File: config.mk
export PLATFORM = sky130hd
export DESIGN_NAME = fan_stall_and_auto_speed_supervisor
export DESIGN_NICKNAME = d
export VERILOG_FILES = /design/src/rtl/fssup_pkg.sv /design/src/rtl/fan_stall_and_auto_speed_supervisor.sv /design/src/rtl/fssup_core.sv
export SDC_FILE = /design/constraint.sdc
export NUM_CORES = 1
export LEC_CHECK = 0
export ABC_AREA = 0
export BUFFER_PORTS_ARGS = -buffer_cell sky130_fd_sc_hd__buf_2
export CAP_MARGIN = 10
export CORE_MARGIN = 2
export CORE_UTILIZATION = 68
export CTS_BUF_LIST = sky130_fd_sc_hd__clkbuf_4 sky130_fd_sc_hd__clkbuf_8
export DETAILED_ROUTE_END_ITERATION = 7
export GPL_TIMING_DRIVEN = 1
export PLACE_DENSITY = 0.89
export SETUP_SLACK_MARGIN = 0.02
export SLEW_MARGIN = 20
export SYNTH_ARGS = -nofsm -noshare
export SYNTH_HDL_FRONTEND = slang
export SYNTH_SLANG_ARGS = --single-unit
File: constraint.sdc
create_clock -name aclk -period 16.05 [get_ports aclk]
set_input_delay 3.21 -clock aclk [delete_from_list [all_inputs] [get_ports aclk]]
set_output_delay 3.21 -clock aclk [all_outputs]
set_load 0.1 [all_outputs]
File: src/rtl/fssup_pkg.sv
// ----------------------------------------------------------------------------
// Fan supervisor package
// Shared widths, codes, reset values, types and conversion functions.
// ----------------------------------------------------------------------------
package fssup_pkg;

    // Field widths
    localparam int FUNC_W     = 3;
    localparam int PULSE_W    = 15;
    localparam int DUTY_W     = 8;
    localparam int PCT_IN_W   = 8;
    localparam int PM_W       = 16;
    localparam int TIME_W     = 63;
    localparam int RPM_W      = 21;
    localparam int PCT_W      = 7;
    localparam int ZERO_W     = 4;
    localparam int GRACE_W    = 8;
    localparam int PM_THR_W   = 15;
    localparam int TIMEOUT_W  = 36;
    localparam int CFG_IDX_W  = 3;
    localparam int CFG_DATA_W = 36;

    // Stream packing
    localparam int S_TDATA_W = 112;
    localparam int S_TUSER_W = FUNC_W;
    localparam int M_TDATA_W = 48;

    localparam int S_PULSE_LSB = 0;
    localparam int S_DUTY_LSB  = S_PULSE_LSB + PULSE_W;
    localparam int S_PCT_LSB   = S_DUTY_LSB + DUTY_W;
    localparam int S_MODE_LSB  = S_PCT_LSB + PCT_IN_W;
    localparam int S_PM_LSB    = S_MODE_LSB + 1;
    localparam int S_TIME_LSB  = S_PM_LSB + PM_W;

    localparam int M_RPM_LSB   = 0;
    localparam int M_STALL_LSB = M_RPM_LSB + RPM_W;
    localparam int M_DUTY_LSB  = M_STALL_LSB + 1;
    localparam int M_PCT_LSB   = M_DUTY_LSB + DUTY_W;
    localparam int M_MODE_LSB  = M_PCT_LSB + PCT_W;
    localparam int M_AUTO_LSB  = M_MODE_LSB + 1;
    localparam int M_USED_W    = M_AUTO_LSB + PCT_W;

    // Operation codes
    localparam logic [FUNC_W-1:0] FUNC_TICK     = 3'd0;
    localparam logic [FUNC_W-1:0] FUNC_SET_DUTY = 3'd1;
    localparam logic [FUNC_W-1:0] FUNC_SET_PCT  = 3'd2;
    localparam logic [FUNC_W-1:0] FUNC_SET_MODE = 3'd3;
    localparam logic [FUNC_W-1:0] FUNC_PM       = 3'd4;
    localparam logic [FUNC_W-1:0] FUNC_TIMEOUT  = 3'd5;

    // Register indexes
    localparam logic [CFG_IDX_W-1:0] REG_STALL_MIN_DUTY = 3'd0;
    localparam logic [CFG_IDX_W-1:0] REG_STALL_LIMIT    = 3'd1;
    localparam logic [CFG_IDX_W-1:0] REG_GRACE_TICKS    = 3'd2;
    localparam logic [CFG_IDX_W-1:0] REG_PM_LOW         = 3'd3;
    localparam logic [CFG_IDX_W-1:0] REG_PM_MED         = 3'd4;
    localparam logic [CFG_IDX_W-1:0] REG_PM_HIGH        = 3'd5;
    localparam logic [CFG_IDX_W-1:0] REG_MANUAL_TIMEOUT = 3'd6;

    // Modes
    localparam logic MODE_MANUAL = 1'b0;
    localparam logic MODE_AUTO   = 1'b1;

    // Auto speed levels, percent
    localparam logic [PCT_W-1:0] SPEED_LOW  = 7'd25;
    localparam logic [PCT_W-1:0] SPEED_MED  = 7'd50;
    localparam logic [PCT_W-1:0] SPEED_HIGH = 7'd75;
    localparam logic [PCT_W-1:0] SPEED_MAX  = 7'd100;

    localparam int SECONDS_PER_MINUTE = 60;
    localparam int TACH_PPR_DEF       = 2;

    // Reset values
    localparam logic [DUTY_W-1:0]    RST_STALL_MIN_DUTY = 8'd26;
    localparam logic [ZERO_W-1:0]    RST_STALL_LIMIT    = 4'd3;
    localparam logic [GRACE_W-1:0]   RST_GRACE_TICKS    = 8'd5;
    localparam logic [PM_THR_W-1:0]  RST_PM_LOW         = 15'd50;
    localparam logic [PM_THR_W-1:0]  RST_PM_MED         = 15'd150;
    localparam logic [PM_THR_W-1:0]  RST_PM_HIGH        = 15'd250;
    localparam logic [TIMEOUT_W-1:0] RST_MANUAL_TIMEOUT = 36'd21600000000;

    typedef struct packed {
        logic [FUNC_W-1:0]    func;
        logic [PULSE_W-1:0]   tach_pulses;
        logic [DUTY_W-1:0]    duty_value;
        logic [PCT_IN_W-1:0]  percent_value;
        logic                 mode_value;
        logic signed [PM_W-1:0] pm25_tenths;
        logic [TIME_W-1:0]    time_now_us;
    } item_t;

    typedef struct packed {
        logic [DUTY_W-1:0]    stall_min_duty;
        logic [ZERO_W-1:0]    stall_tick_limit;
        logic [GRACE_W-1:0]   grace_ticks;
        logic [PM_THR_W-1:0]  pm_threshold_low;
        logic [PM_THR_W-1:0]  pm_threshold_med;
        logic [PM_THR_W-1:0]  pm_threshold_high;
        logic [TIMEOUT_W-1:0] manual_timeout_us;
    } cfg_t;

    typedef struct packed {
        logic [DUTY_W-1:0]  duty;
        logic [PCT_W-1:0]   pct;
        logic [RPM_W-1:0]   rpm;
        logic [ZERO_W-1:0]  zero_ticks;
        logic               stall;
        logic [GRACE_W-1:0] grace_left;
        logic               mode;
        logic [PCT_W-1:0]   auto_speed;
        logic [TIME_W-1:0]  manual_start;
    } state_t;

    // Rounded percent of a duty: (d*100 + 127) / 255, via reciprocal 257/65536
    function automatic logic [PCT_W-1:0] pct_of_duty(input logic [DUTY_W-1:0] d);
        logic [14:0] x;
        logic [23:0] prod;
        x    = 15'(d) * 15'd100 + 15'd127;
        prod = (24'(x) + 24'd1) * 24'd257;
        return prod[22:16];
    endfunction

    // Duty of a percent (at most 100): p * 255 / 100, rounded down
    function automatic logic [DUTY_W-1:0] duty_of_pct(input logic [PCT_W-1:0] p);
        logic [27:0] prod;
        prod = 28'(p) * 28'd1336965;
        return prod[26:19];
    endfunction

endpackage

File: src/rtl/fan_stall_and_auto_speed_supervisor.sv
// ----------------------------------------------------------------------------
// Fan stall and auto speed supervisor
// Tach-based stall detection, duty control and PM2.5 driven auto speed.
// ----------------------------------------------------------------------------
// Path: a transaction accepted at s_ is held in the input register, and its
// status in the status registers. Throughput: one transaction per cycle, held
// by m_tready low, set by the single pass of step logic between the registers.
// Reset: synchronous on aresetn low; clears both valid flags, loads the
// register defaults and the supervisor state (manual mode, auto target 25).
// ----------------------------------------------------------------------------
module fan_stall_and_auto_speed_supervisor #(
    parameter int TACH_PPR = fssup_pkg::TACH_PPR_DEF
) (
    input  logic                              aclk,
    input  logic                              aresetn,

    // Input stream
    input  logic                              s_tvalid,
    output logic                              s_tready,
    // tach_pulses[14:0], duty_value[22:15], percent_value[30:23],
    // mode_value[31], pm25_tenths[47:32], time_now_us[110:48], zero pad[111]
    input  logic [fssup_pkg::S_TDATA_W-1:0]   s_tdata,
    // func[2:0]
    input  logic [fssup_pkg::S_TUSER_W-1:0]   s_tuser,

    // Status stream
    output logic                              m_tvalid,
    input  logic                              m_tready,
    // rpm[20:0], stalled[21], duty_now[29:22], speed_percent[36:30],
    // mode_now[37], auto_target[44:38], zero pad[47:45]
    output logic [fssup_pkg::M_TDATA_W-1:0]   m_tdata,

    // Register write channel
    input  logic                              cfg_valid,
    output logic                              cfg_ready,
    input  logic [fssup_pkg::CFG_IDX_W-1:0]   cfg_index,
    input  logic [fssup_pkg::CFG_DATA_W-1:0]  cfg_data
);

    // Input register stage
    logic              in_valid_reg;
    fssup_pkg::item_t  in_item_reg;
    fssup_pkg::item_t  in_item_next;

    // Supervisor state doubles as the status register: it changes only when a
    // new status is loaded, so it always matches the status being offered.
    fssup_pkg::state_t state_reg;
    fssup_pkg::state_t state_next;
    logic              m_valid_reg;

    fssup_pkg::cfg_t   cfg_reg;

    logic              advance;
    logic              fire;

    // Advance whenever the status slot is empty or being drained
    assign advance  = !m_valid_reg || m_tready;
    assign fire     = in_valid_reg && advance;
    assign s_tready = !in_valid_reg || advance;

    // Unpack the input transaction
    always_comb begin
        in_item_next.func          = s_tuser;
        in_item_next.tach_pulses   = s_tdata[fssup_pkg::S_PULSE_LSB +: fssup_pkg::PULSE_W];
        in_item_next.duty_value    = s_tdata[fssup_pkg::S_DUTY_LSB +: fssup_pkg::DUTY_W];
        in_item_next.percent_value = s_tdata[fssup_pkg::S_PCT_LSB +: fssup_pkg::PCT_IN_W];
        in_item_next.mode_value    = s_tdata[fssup_pkg::S_MODE_LSB];
        in_item_next.pm25_tenths   = s_tdata[fssup_pkg::S_PM_LSB +: fssup_pkg::PM_W];
        in_item_next.time_now_us   = s_tdata[fssup_pkg::S_TIME_LSB +: fssup_pkg::TIME_W];
    end

    always_ff @(posedge aclk) begin
        if (!aresetn) begin
            in_valid_reg <= 1'b0;
        end else if (s_tready) begin
            in_valid_reg <= s_tvalid;
        end
    end

    // Payload holds until the next accepted transaction
    always_ff @(posedge aclk) begin
        if (s_tvalid && s_tready) begin
            in_item_reg <= in_item_next;
        end
    end

    fssup_core #(
        .TACH_PPR (TACH_PPR)
    ) u_core (
        .item_i (in_item_reg),
        .cfg_i  (cfg_reg),
        .st_i   (state_reg),
        .st_o   (state_next)
    );

    // Commit the step and offer its status
    always_ff @(posedge aclk) begin
        if (!aresetn) begin
            m_valid_reg            <= 1'b0;
            state_reg.duty         <= '0;
            state_reg.pct          <= '0;
            state_reg.rpm          <= '0;
            state_reg.zero_ticks   <= '0;
            state_reg.stall        <= 1'b0;
            state_reg.grace_left   <= '0;
            state_reg.mode         <= fssup_pkg::MODE_MANUAL;
            state_reg.auto_speed   <= fssup_pkg::SPEED_LOW;
            state_reg.manual_start <= '0;
        end else if (fire) begin
            m_valid_reg <= 1'b1;
            state_reg   <= state_next;
        end else if (m_tready) begin
            m_valid_reg <= 1'b0;
        end
    end

    assign m_tvalid = m_valid_reg;

    always_comb begin
        m_tdata = '0;
        m_tdata[fssup_pkg::M_RPM_LSB +: fssup_pkg::RPM_W]   = state_reg.rpm;
        m_tdata[fssup_pkg::M_STALL_LSB]                     = state_reg.stall;
        m_tdata[fssup_pkg::M_DUTY_LSB +: fssup_pkg::DUTY_W] = state_reg.duty;
        m_tdata[fssup_pkg::M_PCT_LSB +: fssup_pkg::PCT_W]   = state_reg.pct;
        m_tdata[fssup_pkg::M_MODE_LSB]                      = state_reg.mode;
        m_tdata[fssup_pkg::M_AUTO_LSB +: fssup_pkg::PCT_W]  = state_reg.auto_speed;
    end

    // Register writes are always taken; unknown indexes drop
    assign cfg_ready = 1'b1;

    always_ff @(posedge aclk) begin
        if (!aresetn) begin
            cfg_reg.stall_min_duty    <= fssup_pkg::RST_STALL_MIN_DUTY;
            cfg_reg.stall_tick_limit  <= fssup_pkg::RST_STALL_LIMIT;
            cfg_reg.grace_ticks       <= fssup_pkg::RST_GRACE_TICKS;
            cfg_reg.pm_threshold_low  <= fssup_pkg::RST_PM_LOW;
            cfg_reg.pm_threshold_med  <= fssup_pkg::RST_PM_MED;
            cfg_reg.pm_threshold_high <= fssup_pkg::RST_PM_HIGH;
            cfg_reg.manual_timeout_us <= fssup_pkg::RST_MANUAL_TIMEOUT;
        end else if (cfg_valid && cfg_ready) begin
            case (cfg_index)
                fssup_pkg::REG_STALL_MIN_DUTY: begin
                    cfg_reg.stall_min_duty <= cfg_data[fssup_pkg::DUTY_W-1:0];
                end
                fssup_pkg::REG_STALL_LIMIT: begin
                    cfg_reg.stall_tick_limit <= cfg_data[fssup_pkg::ZERO_W-1:0];
                end
                fssup_pkg::REG_GRACE_TICKS: begin
                    cfg_reg.grace_ticks <= cfg_data[fssup_pkg::GRACE_W-1:0];
                end
                fssup_pkg::REG_PM_LOW: begin
                    cfg_reg.pm_threshold_low <= cfg_data[fssup_pkg::PM_THR_W-1:0];
                end
                fssup_pkg::REG_PM_MED: begin
                    cfg_reg.pm_threshold_med <= cfg_data[fssup_pkg::PM_THR_W-1:0];
                end
                fssup_pkg::REG_PM_HIGH: begin
                    cfg_reg.pm_threshold_high <= cfg_data[fssup_pkg::PM_THR_W-1:0];
                end
                fssup_pkg::REG_MANUAL_TIMEOUT: begin
                    cfg_reg.manual_timeout_us <= cfg_data[fssup_pkg::TIMEOUT_W-1:0];
                end
                default: begin
                end
            endcase
        end
    end

endmodule

File: src/rtl/fssup_core.sv
// ----------------------------------------------------------------------------
// Fan supervisor step logic
// Next state of the supervisor for one transaction, purely combinational.
// ----------------------------------------------------------------------------
module fssup_core #(
    parameter int TACH_PPR = fssup_pkg::TACH_PPR_DEF
) (
    input  fssup_pkg::item_t  item_i,
    input  fssup_pkg::cfg_t   cfg_i,
    input  fssup_pkg::state_t st_i,
    output fssup_pkg::state_t st_o
);

    localparam int RpmScale = fssup_pkg::SECONDS_PER_MINUTE / TACH_PPR;

    logic [fssup_pkg::RPM_W-1:0]  rpm_calc;
    logic [fssup_pkg::PCT_W-1:0]  pct_clamp;
    logic [fssup_pkg::PCT_W-1:0]  pm_target;
    logic [fssup_pkg::PCT_W-1:0]  pct_sel;
    logic [fssup_pkg::DUTY_W-1:0] duty_from_pct;
    logic [fssup_pkg::DUTY_W-1:0] duty_req;
    logic [fssup_pkg::PCT_W-1:0]  pct_req;
    logic                         apply;
    logic [fssup_pkg::ZERO_W-1:0] zero_inc;
    logic [63:0]                  elapsed;
    logic                         timed_out;

    assign rpm_calc = fssup_pkg::RPM_W'(item_i.tach_pulses) * fssup_pkg::RPM_W'(RpmScale);

    assign pct_clamp = (item_i.percent_value > 8'd100) ? fssup_pkg::SPEED_MAX
                                                       : item_i.percent_value[6:0];

    // Negative reading is a sensor error: fall to the lowest level
    always_comb begin
        if (item_i.pm25_tenths[fssup_pkg::PM_W-1]) begin
            pm_target = fssup_pkg::SPEED_LOW;
        end else if (item_i.pm25_tenths[14:0] < cfg_i.pm_threshold_low) begin
            pm_target = fssup_pkg::SPEED_LOW;
        end else if (item_i.pm25_tenths[14:0] < cfg_i.pm_threshold_med) begin
            pm_target = fssup_pkg::SPEED_MED;
        end else if (item_i.pm25_tenths[14:0] < cfg_i.pm_threshold_high) begin
            pm_target = fssup_pkg::SPEED_HIGH;
        end else begin
            pm_target = fssup_pkg::SPEED_MAX;
        end
    end

    always_comb begin
        case (item_i.func)
            fssup_pkg::FUNC_SET_PCT: pct_sel = pct_clamp;
            fssup_pkg::FUNC_PM:      pct_sel = pm_target;
            default:                 pct_sel = st_i.auto_speed;
        endcase
    end

    assign duty_from_pct = fssup_pkg::duty_of_pct(pct_sel);

    assign zero_inc = (st_i.zero_ticks == 4'hF) ? st_i.zero_ticks : st_i.zero_ticks + 4'd1;

    // Time running backwards gives no timeout
    assign elapsed   = {1'b0, item_i.time_now_us} - {1'b0, st_i.manual_start};
    assign timed_out = !elapsed[63] &&
                       (elapsed[62:0] >= 63'(cfg_i.manual_timeout_us));

    always_comb begin
        st_o     = st_i;
        apply    = 1'b0;
        duty_req = duty_from_pct;
        pct_req  = pct_sel;
        case (item_i.func)
            fssup_pkg::FUNC_TICK: begin
                st_o.rpm = rpm_calc;
                if (st_i.grace_left != '0) begin
                    st_o.grace_left = st_i.grace_left - 8'd1;
                end
                if (st_i.grace_left == '0 && item_i.tach_pulses == '0 &&
                    st_i.duty >= cfg_i.stall_min_duty) begin
                    st_o.zero_ticks = zero_inc;
                    if (zero_inc >= cfg_i.stall_tick_limit) begin
                        st_o.stall = 1'b1;
                    end
                end else begin
                    st_o.zero_ticks = '0;
                    if (item_i.tach_pulses != '0) begin
                        st_o.stall = 1'b0;
                    end
                end
            end
            fssup_pkg::FUNC_SET_DUTY: begin
                apply    = 1'b1;
                duty_req = item_i.duty_value;
                pct_req  = fssup_pkg::pct_of_duty(item_i.duty_value);
            end
            fssup_pkg::FUNC_SET_PCT: begin
                apply = 1'b1;
            end
            fssup_pkg::FUNC_SET_MODE: begin
                st_o.mode = item_i.mode_value;
                if (item_i.mode_value == fssup_pkg::MODE_MANUAL) begin
                    st_o.manual_start = item_i.time_now_us;
                end else if (st_i.mode == fssup_pkg::MODE_MANUAL) begin
                    apply = 1'b1;
                end
            end
            fssup_pkg::FUNC_PM: begin
                if (st_i.mode == fssup_pkg::MODE_AUTO && pm_target != st_i.auto_speed) begin
                    st_o.auto_speed = pm_target;
                    apply           = 1'b1;
                end
            end
            fssup_pkg::FUNC_TIMEOUT: begin
                if (st_i.mode == fssup_pkg::MODE_MANUAL && timed_out) begin
                    st_o.mode = fssup_pkg::MODE_AUTO;
                    apply     = 1'b1;
                end
            end
            default: begin
            end
        endcase

        if (apply) begin
            st_o.duty = duty_req;
            st_o.pct  = pct_req;
            if (duty_req < cfg_i.stall_min_duty) begin
                st_o.zero_ticks = '0;
                st_o.stall      = 1'b0;
            end
            if (st_i.duty < cfg_i.stall_min_duty && duty_req >= cfg_i.stall_min_duty) begin
                st_o.grace_left = cfg_i.grace_ticks;
                st_o.zero_ticks = '0;
            end
        end
    end

endmodule

# After elaboration in Yosys (flattened, before gate mapping)
# Index checks and enable logic that the tools add are counted.
# W data, S select, Z words.
word_totals:
  inputBits: 159
  elab_cells: 121
  out_inout_bits: 51
  regBits: 335
op_classes:
  reduce_logical: 34
  mul: 4
  bitwise_logic: 2
  n_lt_le_gt_ge: 10
  add_sub_neg: 5
  muxes: 27
  eq_ne: 14
op_table:
  columns: ["operator", "count"]
  rows:
  - ["$sub A63 B63 Y64", 1]
  - ["$ge A63 B36 Y1", 1]
  - ["$lt A15 B15 Y1", 3]
  - ["$mux W7", 5]
  - ["$mul A7 B21 Y27 const B", 1]
  - ["$mux W13", 2]
  - ["$mul A24 B9 Y23 const B", 1]
  - ["$mux W8", 3]
  - ["$mul A15 B4 Y19 const B", 1]
  - ["$reduce_and A2 Y1", 9]
  - ["$add A15 B1 Y16 const B", 1]
  - ["$ge A8 B8 Y1", 2]
  - ["$lt A8 B8 Y1", 2]
  - ["$add A15 B7 Y15 const B", 1]
  - ["$eq A3 B3 Y1 const B", 5]
  - ["$logic_not A15 Y1", 1]
  - ["$reduce_bool A15 Y1", 1]
  - ["$pmux W7 S2", 1]
  - ["$mul A8 B5 Y13 const B", 1]
  - ["$eq A3 B2 Y1 const B", 4]
  - ["$mux W5", 2]
  - ["$mux W1", 9]
  - ["$reduce_and A3 Y1", 3]
  - ["$gt A8 B7 Y1 const B", 1]
  - ["20 further kinds", 35]

# Logic depth before layout (Yosys ltp)
depth:
  word_depth: 12
  mapped_depth: 39
  ltp_nobuf: 38

# By module
# A second synthesis with hierarchy kept.
unflattened:
  hier_cells: 2971
  hier_area_um2: 25160.4
modules_own_cells:
  columns: ["module", "seq_area_each_um2", "n_inst", "cells_each", "area_each_um2"]
  rows:
  - ["fssup_core", 0.0, 1, 1888, 13058.8]
  - ["fan_stall_and_auto_speed_supervisor", 7887.6, 1, 1083, 12101.6]

# Worst setup path before layout
# No wires, ideal clock.
synth_path:
  kind: "reg2reg"
  from: "reg in_item_reg[71] in the netlist's numbering"
  to: "reg state_reg[77] in the netlist's numbering"
  setup_ps: 125
  setup_slack_ps: 8785
  arrival_ps: 7140
  stages_incl_launch_ff: 37
  required_time_ps: 15925
  path_buffers: 1
  synth_period_minus_slack_ps: 7265
  cell_sequence: "edfxtp_1 > ha_1 > a21o_1 > a21o_1 > a211oi_1 > o211a_1 > a211oi_1 > nand2_1 > a22oi_1 > a31oi_1 > ha_1 > ha_1 > fa_1 > inv_1 > fa_1 > inv_1 > ha_1 > nand2_1 > o21bai_1 > a21oi_1 > nor2b_1 > o21ai_0 > a311oi_1 > o21bai_1 > a211oi_1 > a21oi_1 > xnor2_1 > o21ai_1 > ha_1 > nand4_1 > o21ai_0 > o221ai_1 > a21oi_1 > buf_2 > o21ai_0 > nand3_1 > o21ai_0"
synth_via:
  elab_chain_cells: 12
  elab_cells_between_ends: 18
  cone_classes: "mul (1); order compare (4); eq/ne (1); mux (10); reduce/logical (2)"
synth_lines:
  columns: ["element", "line", "rtl"]
  rows:
  - ["start, declared", "fan_stall_and_auto_speed_supervisor.sv:42", "fssup_pkg::item_t in_item_reg;"]
  - ["start signal, assigned", "fan_stall_and_auto_speed_supervisor.sv:83", "in_item_reg <= in_item_next;"]
  - ["$lt A15 B15 Y1", "fssup_core.sv:41", "end else if (item_i.pm25_tenths[14:0] < cfg_i.pm_threshold_high) begin"]
  - ["$mux W6", "fssup_core.sv:41", null]
  - ["$mux W7", "fssup_core.sv:39", "end else if (item_i.pm25_tenths[14:0] < cfg_i.pm_threshold_med) begin"]
  - ["$mux W7 (*)", "fssup_core.sv:37", "end else if (item_i.pm25_tenths[14:0] < cfg_i.pm_threshold_low) begin"]
  - ["$mux W7 (*)", "fssup_core.sv:35", "if (item_i.pm25_tenths[fssup_pkg::PM_W-1]) begin"]
  - ["$pmux W7 S2 (*)", "fssup_core.sv:49", "case (item_i.func)"]
  - ["$mul A7 B21 Y27 (*)", "fssup_pkg.sv:126", "prod = 28'(p) * 28'd1336965;"]
  - ["$mux W8 (*)", "fssup_core.sv:70", "case (item_i.func)"]
  - ["via u_core.duty_req (one bit)", "fssup_core.sv:21", "logic [fssup_pkg::DUTY_W-1:0] duty_req;"]
  - ["$ge A8 B8 Y1 (*)", "fssup_core.sv:128", "if (st_i.duty < cfg_i.stall_min_duty && duty_req >= cfg_i.stall_min_duty) begin"]
  - ["$logic_and A1 B1 Y1 (*)", "fssup_core.sv:128", null]
  - ["$mux W8 (*)", "fssup_core.sv:128", null]
  - ["$mux W13 (*)", "fssup_core.sv:121", "if (apply) begin"]
  - ["end signal, assigned", "fan_stall_and_auto_speed_supervisor.sv:111", "state_reg <= state_next;"]
  - ["end, declared", "fan_stall_and_auto_speed_supervisor.sv:47", "fssup_pkg::state_t state_reg;"]
# The timed path passes the listed nets; every way through them passes the cells marked *.
# A chain may end at the register's enable or synchronous reset.

# Worst setup path after layout
layout_path:
  from: "reg in_item_reg[77] in the netlist's numbering"
  to: "reg state_reg[71] in the netlist's numbering"
# The elaborated chain is that of the path after synthesis.

==> metrics.csv <==
metric;value;unit
outcome;complete, no violations;
Core ar.;34500;um^2
Max-cap violations;0;
vias in the first global route;20200;
initial core utilization;0.690;
Cells after Synth;2742;
Post-Syn Area;23800;um^2
Synth Area in Simple Gates;0.168;
Pwr Density;97.8;nW/um^2
CP Max Fanout;15;
Tmin final;9450;ps
Setup crit end kind;flip-flop;
global-route wire length before repair;99200;um
#FFs+latches synth;334;
Avg Vias per Cell;6.12;
final setup violation count;0;
# diodes;0;
Detailed Place HPWL;46600;um
die outline width;191;um
multiplexer share of the synthesized area;0.00642;
Gate power share;0.294;
CTS-repair resized insts;0;
CP arrival;10000;ps
CTS Sinks;334;
Adder-Cell Fraction of Synth Area;0.192;
CP Class;reg -> reg;
Async SR Flop Fraction;0;
sequential share of power;0.369;
Max Slew Vio Count;0;
Worst Setup Start Kind;flip-flop;
XOR/XNOR share of the synthesized area;0.0368;
Die Height;191;um
count of cell types in the netlist;86;
root buf cell;clkbuf_8;
post-cts hold buffer count;0;
Power, Total;2540;uW
RSZ-0062 raised after global routing;no;
CP dominant cell by count;ha_1;
Max Root-Sink Buffers;3;
pin slew with the least headroom to its limit;1120;ps
fin util;0.755;
number of buffers and inverters on the critical path;2;
CP peak stage delay;950;ps
slack of the critical path;6600;ps
postcts setup bufs;0;
I/O Buffers;202;
Post-synth EDFFs;114;
relative slew slack;0.246;
fin crit share;0.589;
number of flip-flops in the largest register;114;
RD Place Congestion;0.970;
Clock Power Share;0.337;
critical path's top delay family;compound AO/OA/AOI/OAI gates;
post-route ant nets;0;
syn avg cell area;8.68;um^2
initial antenna violation count;0;
drt first pass iters;6;
clock-pin slew on the worst setup and hold paths;60;ps
Routed WL;62300;um
pin count of the biggest net entering global routing;133;
DP Area;24700;um^2
complex-gate fraction of the synthesized area;0.196;
layout overhead on the synthesized area;9.28;%
total global-route track usage;0.338;
Worst-Skew Late Latency;690;ps
P_leak;0.0108;uW
slowest stage cell, crit path;a211oi_1;
Seq/Total Area, Yosys;0.329;
Post-route DRC;0;
final instance area;26000;um^2
Sw Share;0.334;
CTS tree;yes;
Synth Flop Type;dfxtp_1;
Place WS;6540;ps
# rows;68;
average wire per standard cell;18.5;um
cell-internal power;1690;uW
Tightest Hold Check Type;reg -> reg;
Ports;210;
nets;3359;
Final Skew;47.1;ps
Setup TNS;0;ps
highest clock rate;106;MHz
Synthesis Warnings;0;
DRT iter0 DRCs;1566;
Psw;849;uW
final hold vios;0;
Max IR drop VDD;0.0000771;V
layout cells sized above 1;0.122;
Overflow after GRT;0;
H-tree levels;2;
die area;36500;um^2
cts bufs inserted;54;
combinational family with the most area after synthesis;compound AO/OA/AOI/OAI gates;
total number of vias;20600;
Critical Path RT;16610;ps
-- worst paths after layout --
path / to / depth (start not counted) / slack [ps] / start
worst max register to register: state_reg[71]$_SDFFE_PN0P_ / 35 / 6600 / in_item_reg[77]$_DFFE_PP_
worst min-delay path: cfg_reg[51]$_SDFFE_PN0P_ / 2 / 460 / cfg_reg[51]$_SDFFE_PN0P_
worst max-delay path: state_reg[71]$_SDFFE_PN0P_ / 35 / 6600 / in_item_reg[77]$_DFFE_PP_
worst min register to register: cfg_reg[51]$_SDFFE_PN0P_ / 2 / 460 / cfg_reg[51]$_SDFFE_PN0P_
-- power by group through the flow --
stage | Clock (uW) | Combinational [uW] | Sequential, uW
5_1_grt | 899 | 831 | 941
4_1_cts | 866 | 737 | 937
3_5_place_dp | 0 | 726 | 955
6_report | 857 | 747 | 938
2_1_floorplan | 0 | 559 | 945
3_3_place_gp | 0 | 687 | 954
-- tightest hold or removal path: stages (launching register included) --
cell and delay [ps]:
dfxtp_1 300, nand2_1 40, a21boi_0 60
-- layout by cell type (no fill, tap or decap), types with 11 or more instances in the layout --
cell type  count
nand2_1      473
ha_1         295
inv_1        235
dfxtp_1      220
buf_2        201
a21oi_1      146
a21boi_0     140
o21ai_0      129
edfxtp_1     114
nor2_1       101
clkbuf_8      67
xnor2_1       55
nand4_1       49
a21o_1        49
o211ai_1      49
xor2_1        45
nor3_1        44
fa_1          44
nor2b_1       33
nand3_1       31
o21a_1        29
a211oi_1      21
and2_1        20
nand2b_1      18
or3_1         15
and3_1        14
mux2i_1       13
o21bai_1      12
clkbuf_4      12
o31ai_1       11
-- metal layers --
metal / vias up / part of all wire / GRT usage / wire length [um]
met5: - / 0 / 0 / 0
met4: 0 / 0.038 / 0.144 / 2380
met3: 173 / 0.071 / 0.0510 / 4390
met2: 856 / 0.48 / 0.575 / 29700
met1: 9734 / 0.41 / 0.428 / 25800
li1: 9802 / - / - / -
-- cells in the mapped netlist, types with 31 or more instances --
cell type	instances	area [um^2]
a21o_1	49	368
inv_1	235	882
buf_4	51	383
xor2_1	45	394
dfxtp_1	220	4400
nand3_1	31	155
a21oi_1	147	736
nand4_1	49	307
nor3_1	47	235
nor2_1	102	383
o21ai_0	129	646
o211ai_1	49	368
clkbuf_1	88	330
edfxtp_1	114	3420
fa_1	44	881
nand2_1	473	1780
xnor2_1	55	482
a21boi_0	140	1050
ha_1	295	3690
nor2b_1	33	206
-- cell families after synthesis --
group / after synthesis
compound gates: 698
fa+ha+maj: 339
xor+xnor: 100
buf+inv: 388
simple gates: 866
mux: 15
flops: 334
other cells: 2
-- final cells by class --
| class | instances | area (um^2) |
|---|---|---|
| Clock buffer | 79 | 1010 |
| Clock inverter | 21 | 253 |
| Fill cell | 2466 | 8460 |
| Inverter | 235 | 882 |
| Multi-Input combinational cell | 2024 | 14300 |
| Sequential cell | 334 | 7830 |
| Tap cell | 455 | 569 |
| Timing Repair Buffer | 212 | 1120 |
-- stage by stage --
stage          cells  hold WS (ps)
3_3_place_gp    3259           446
2_1_floorplan   2746           437
5_1_grt         3360           486
4_1_cts         3359           462
6_report        3360           460
3_5_place_dp    3259           454
Power figures use the tool's default switching activity.
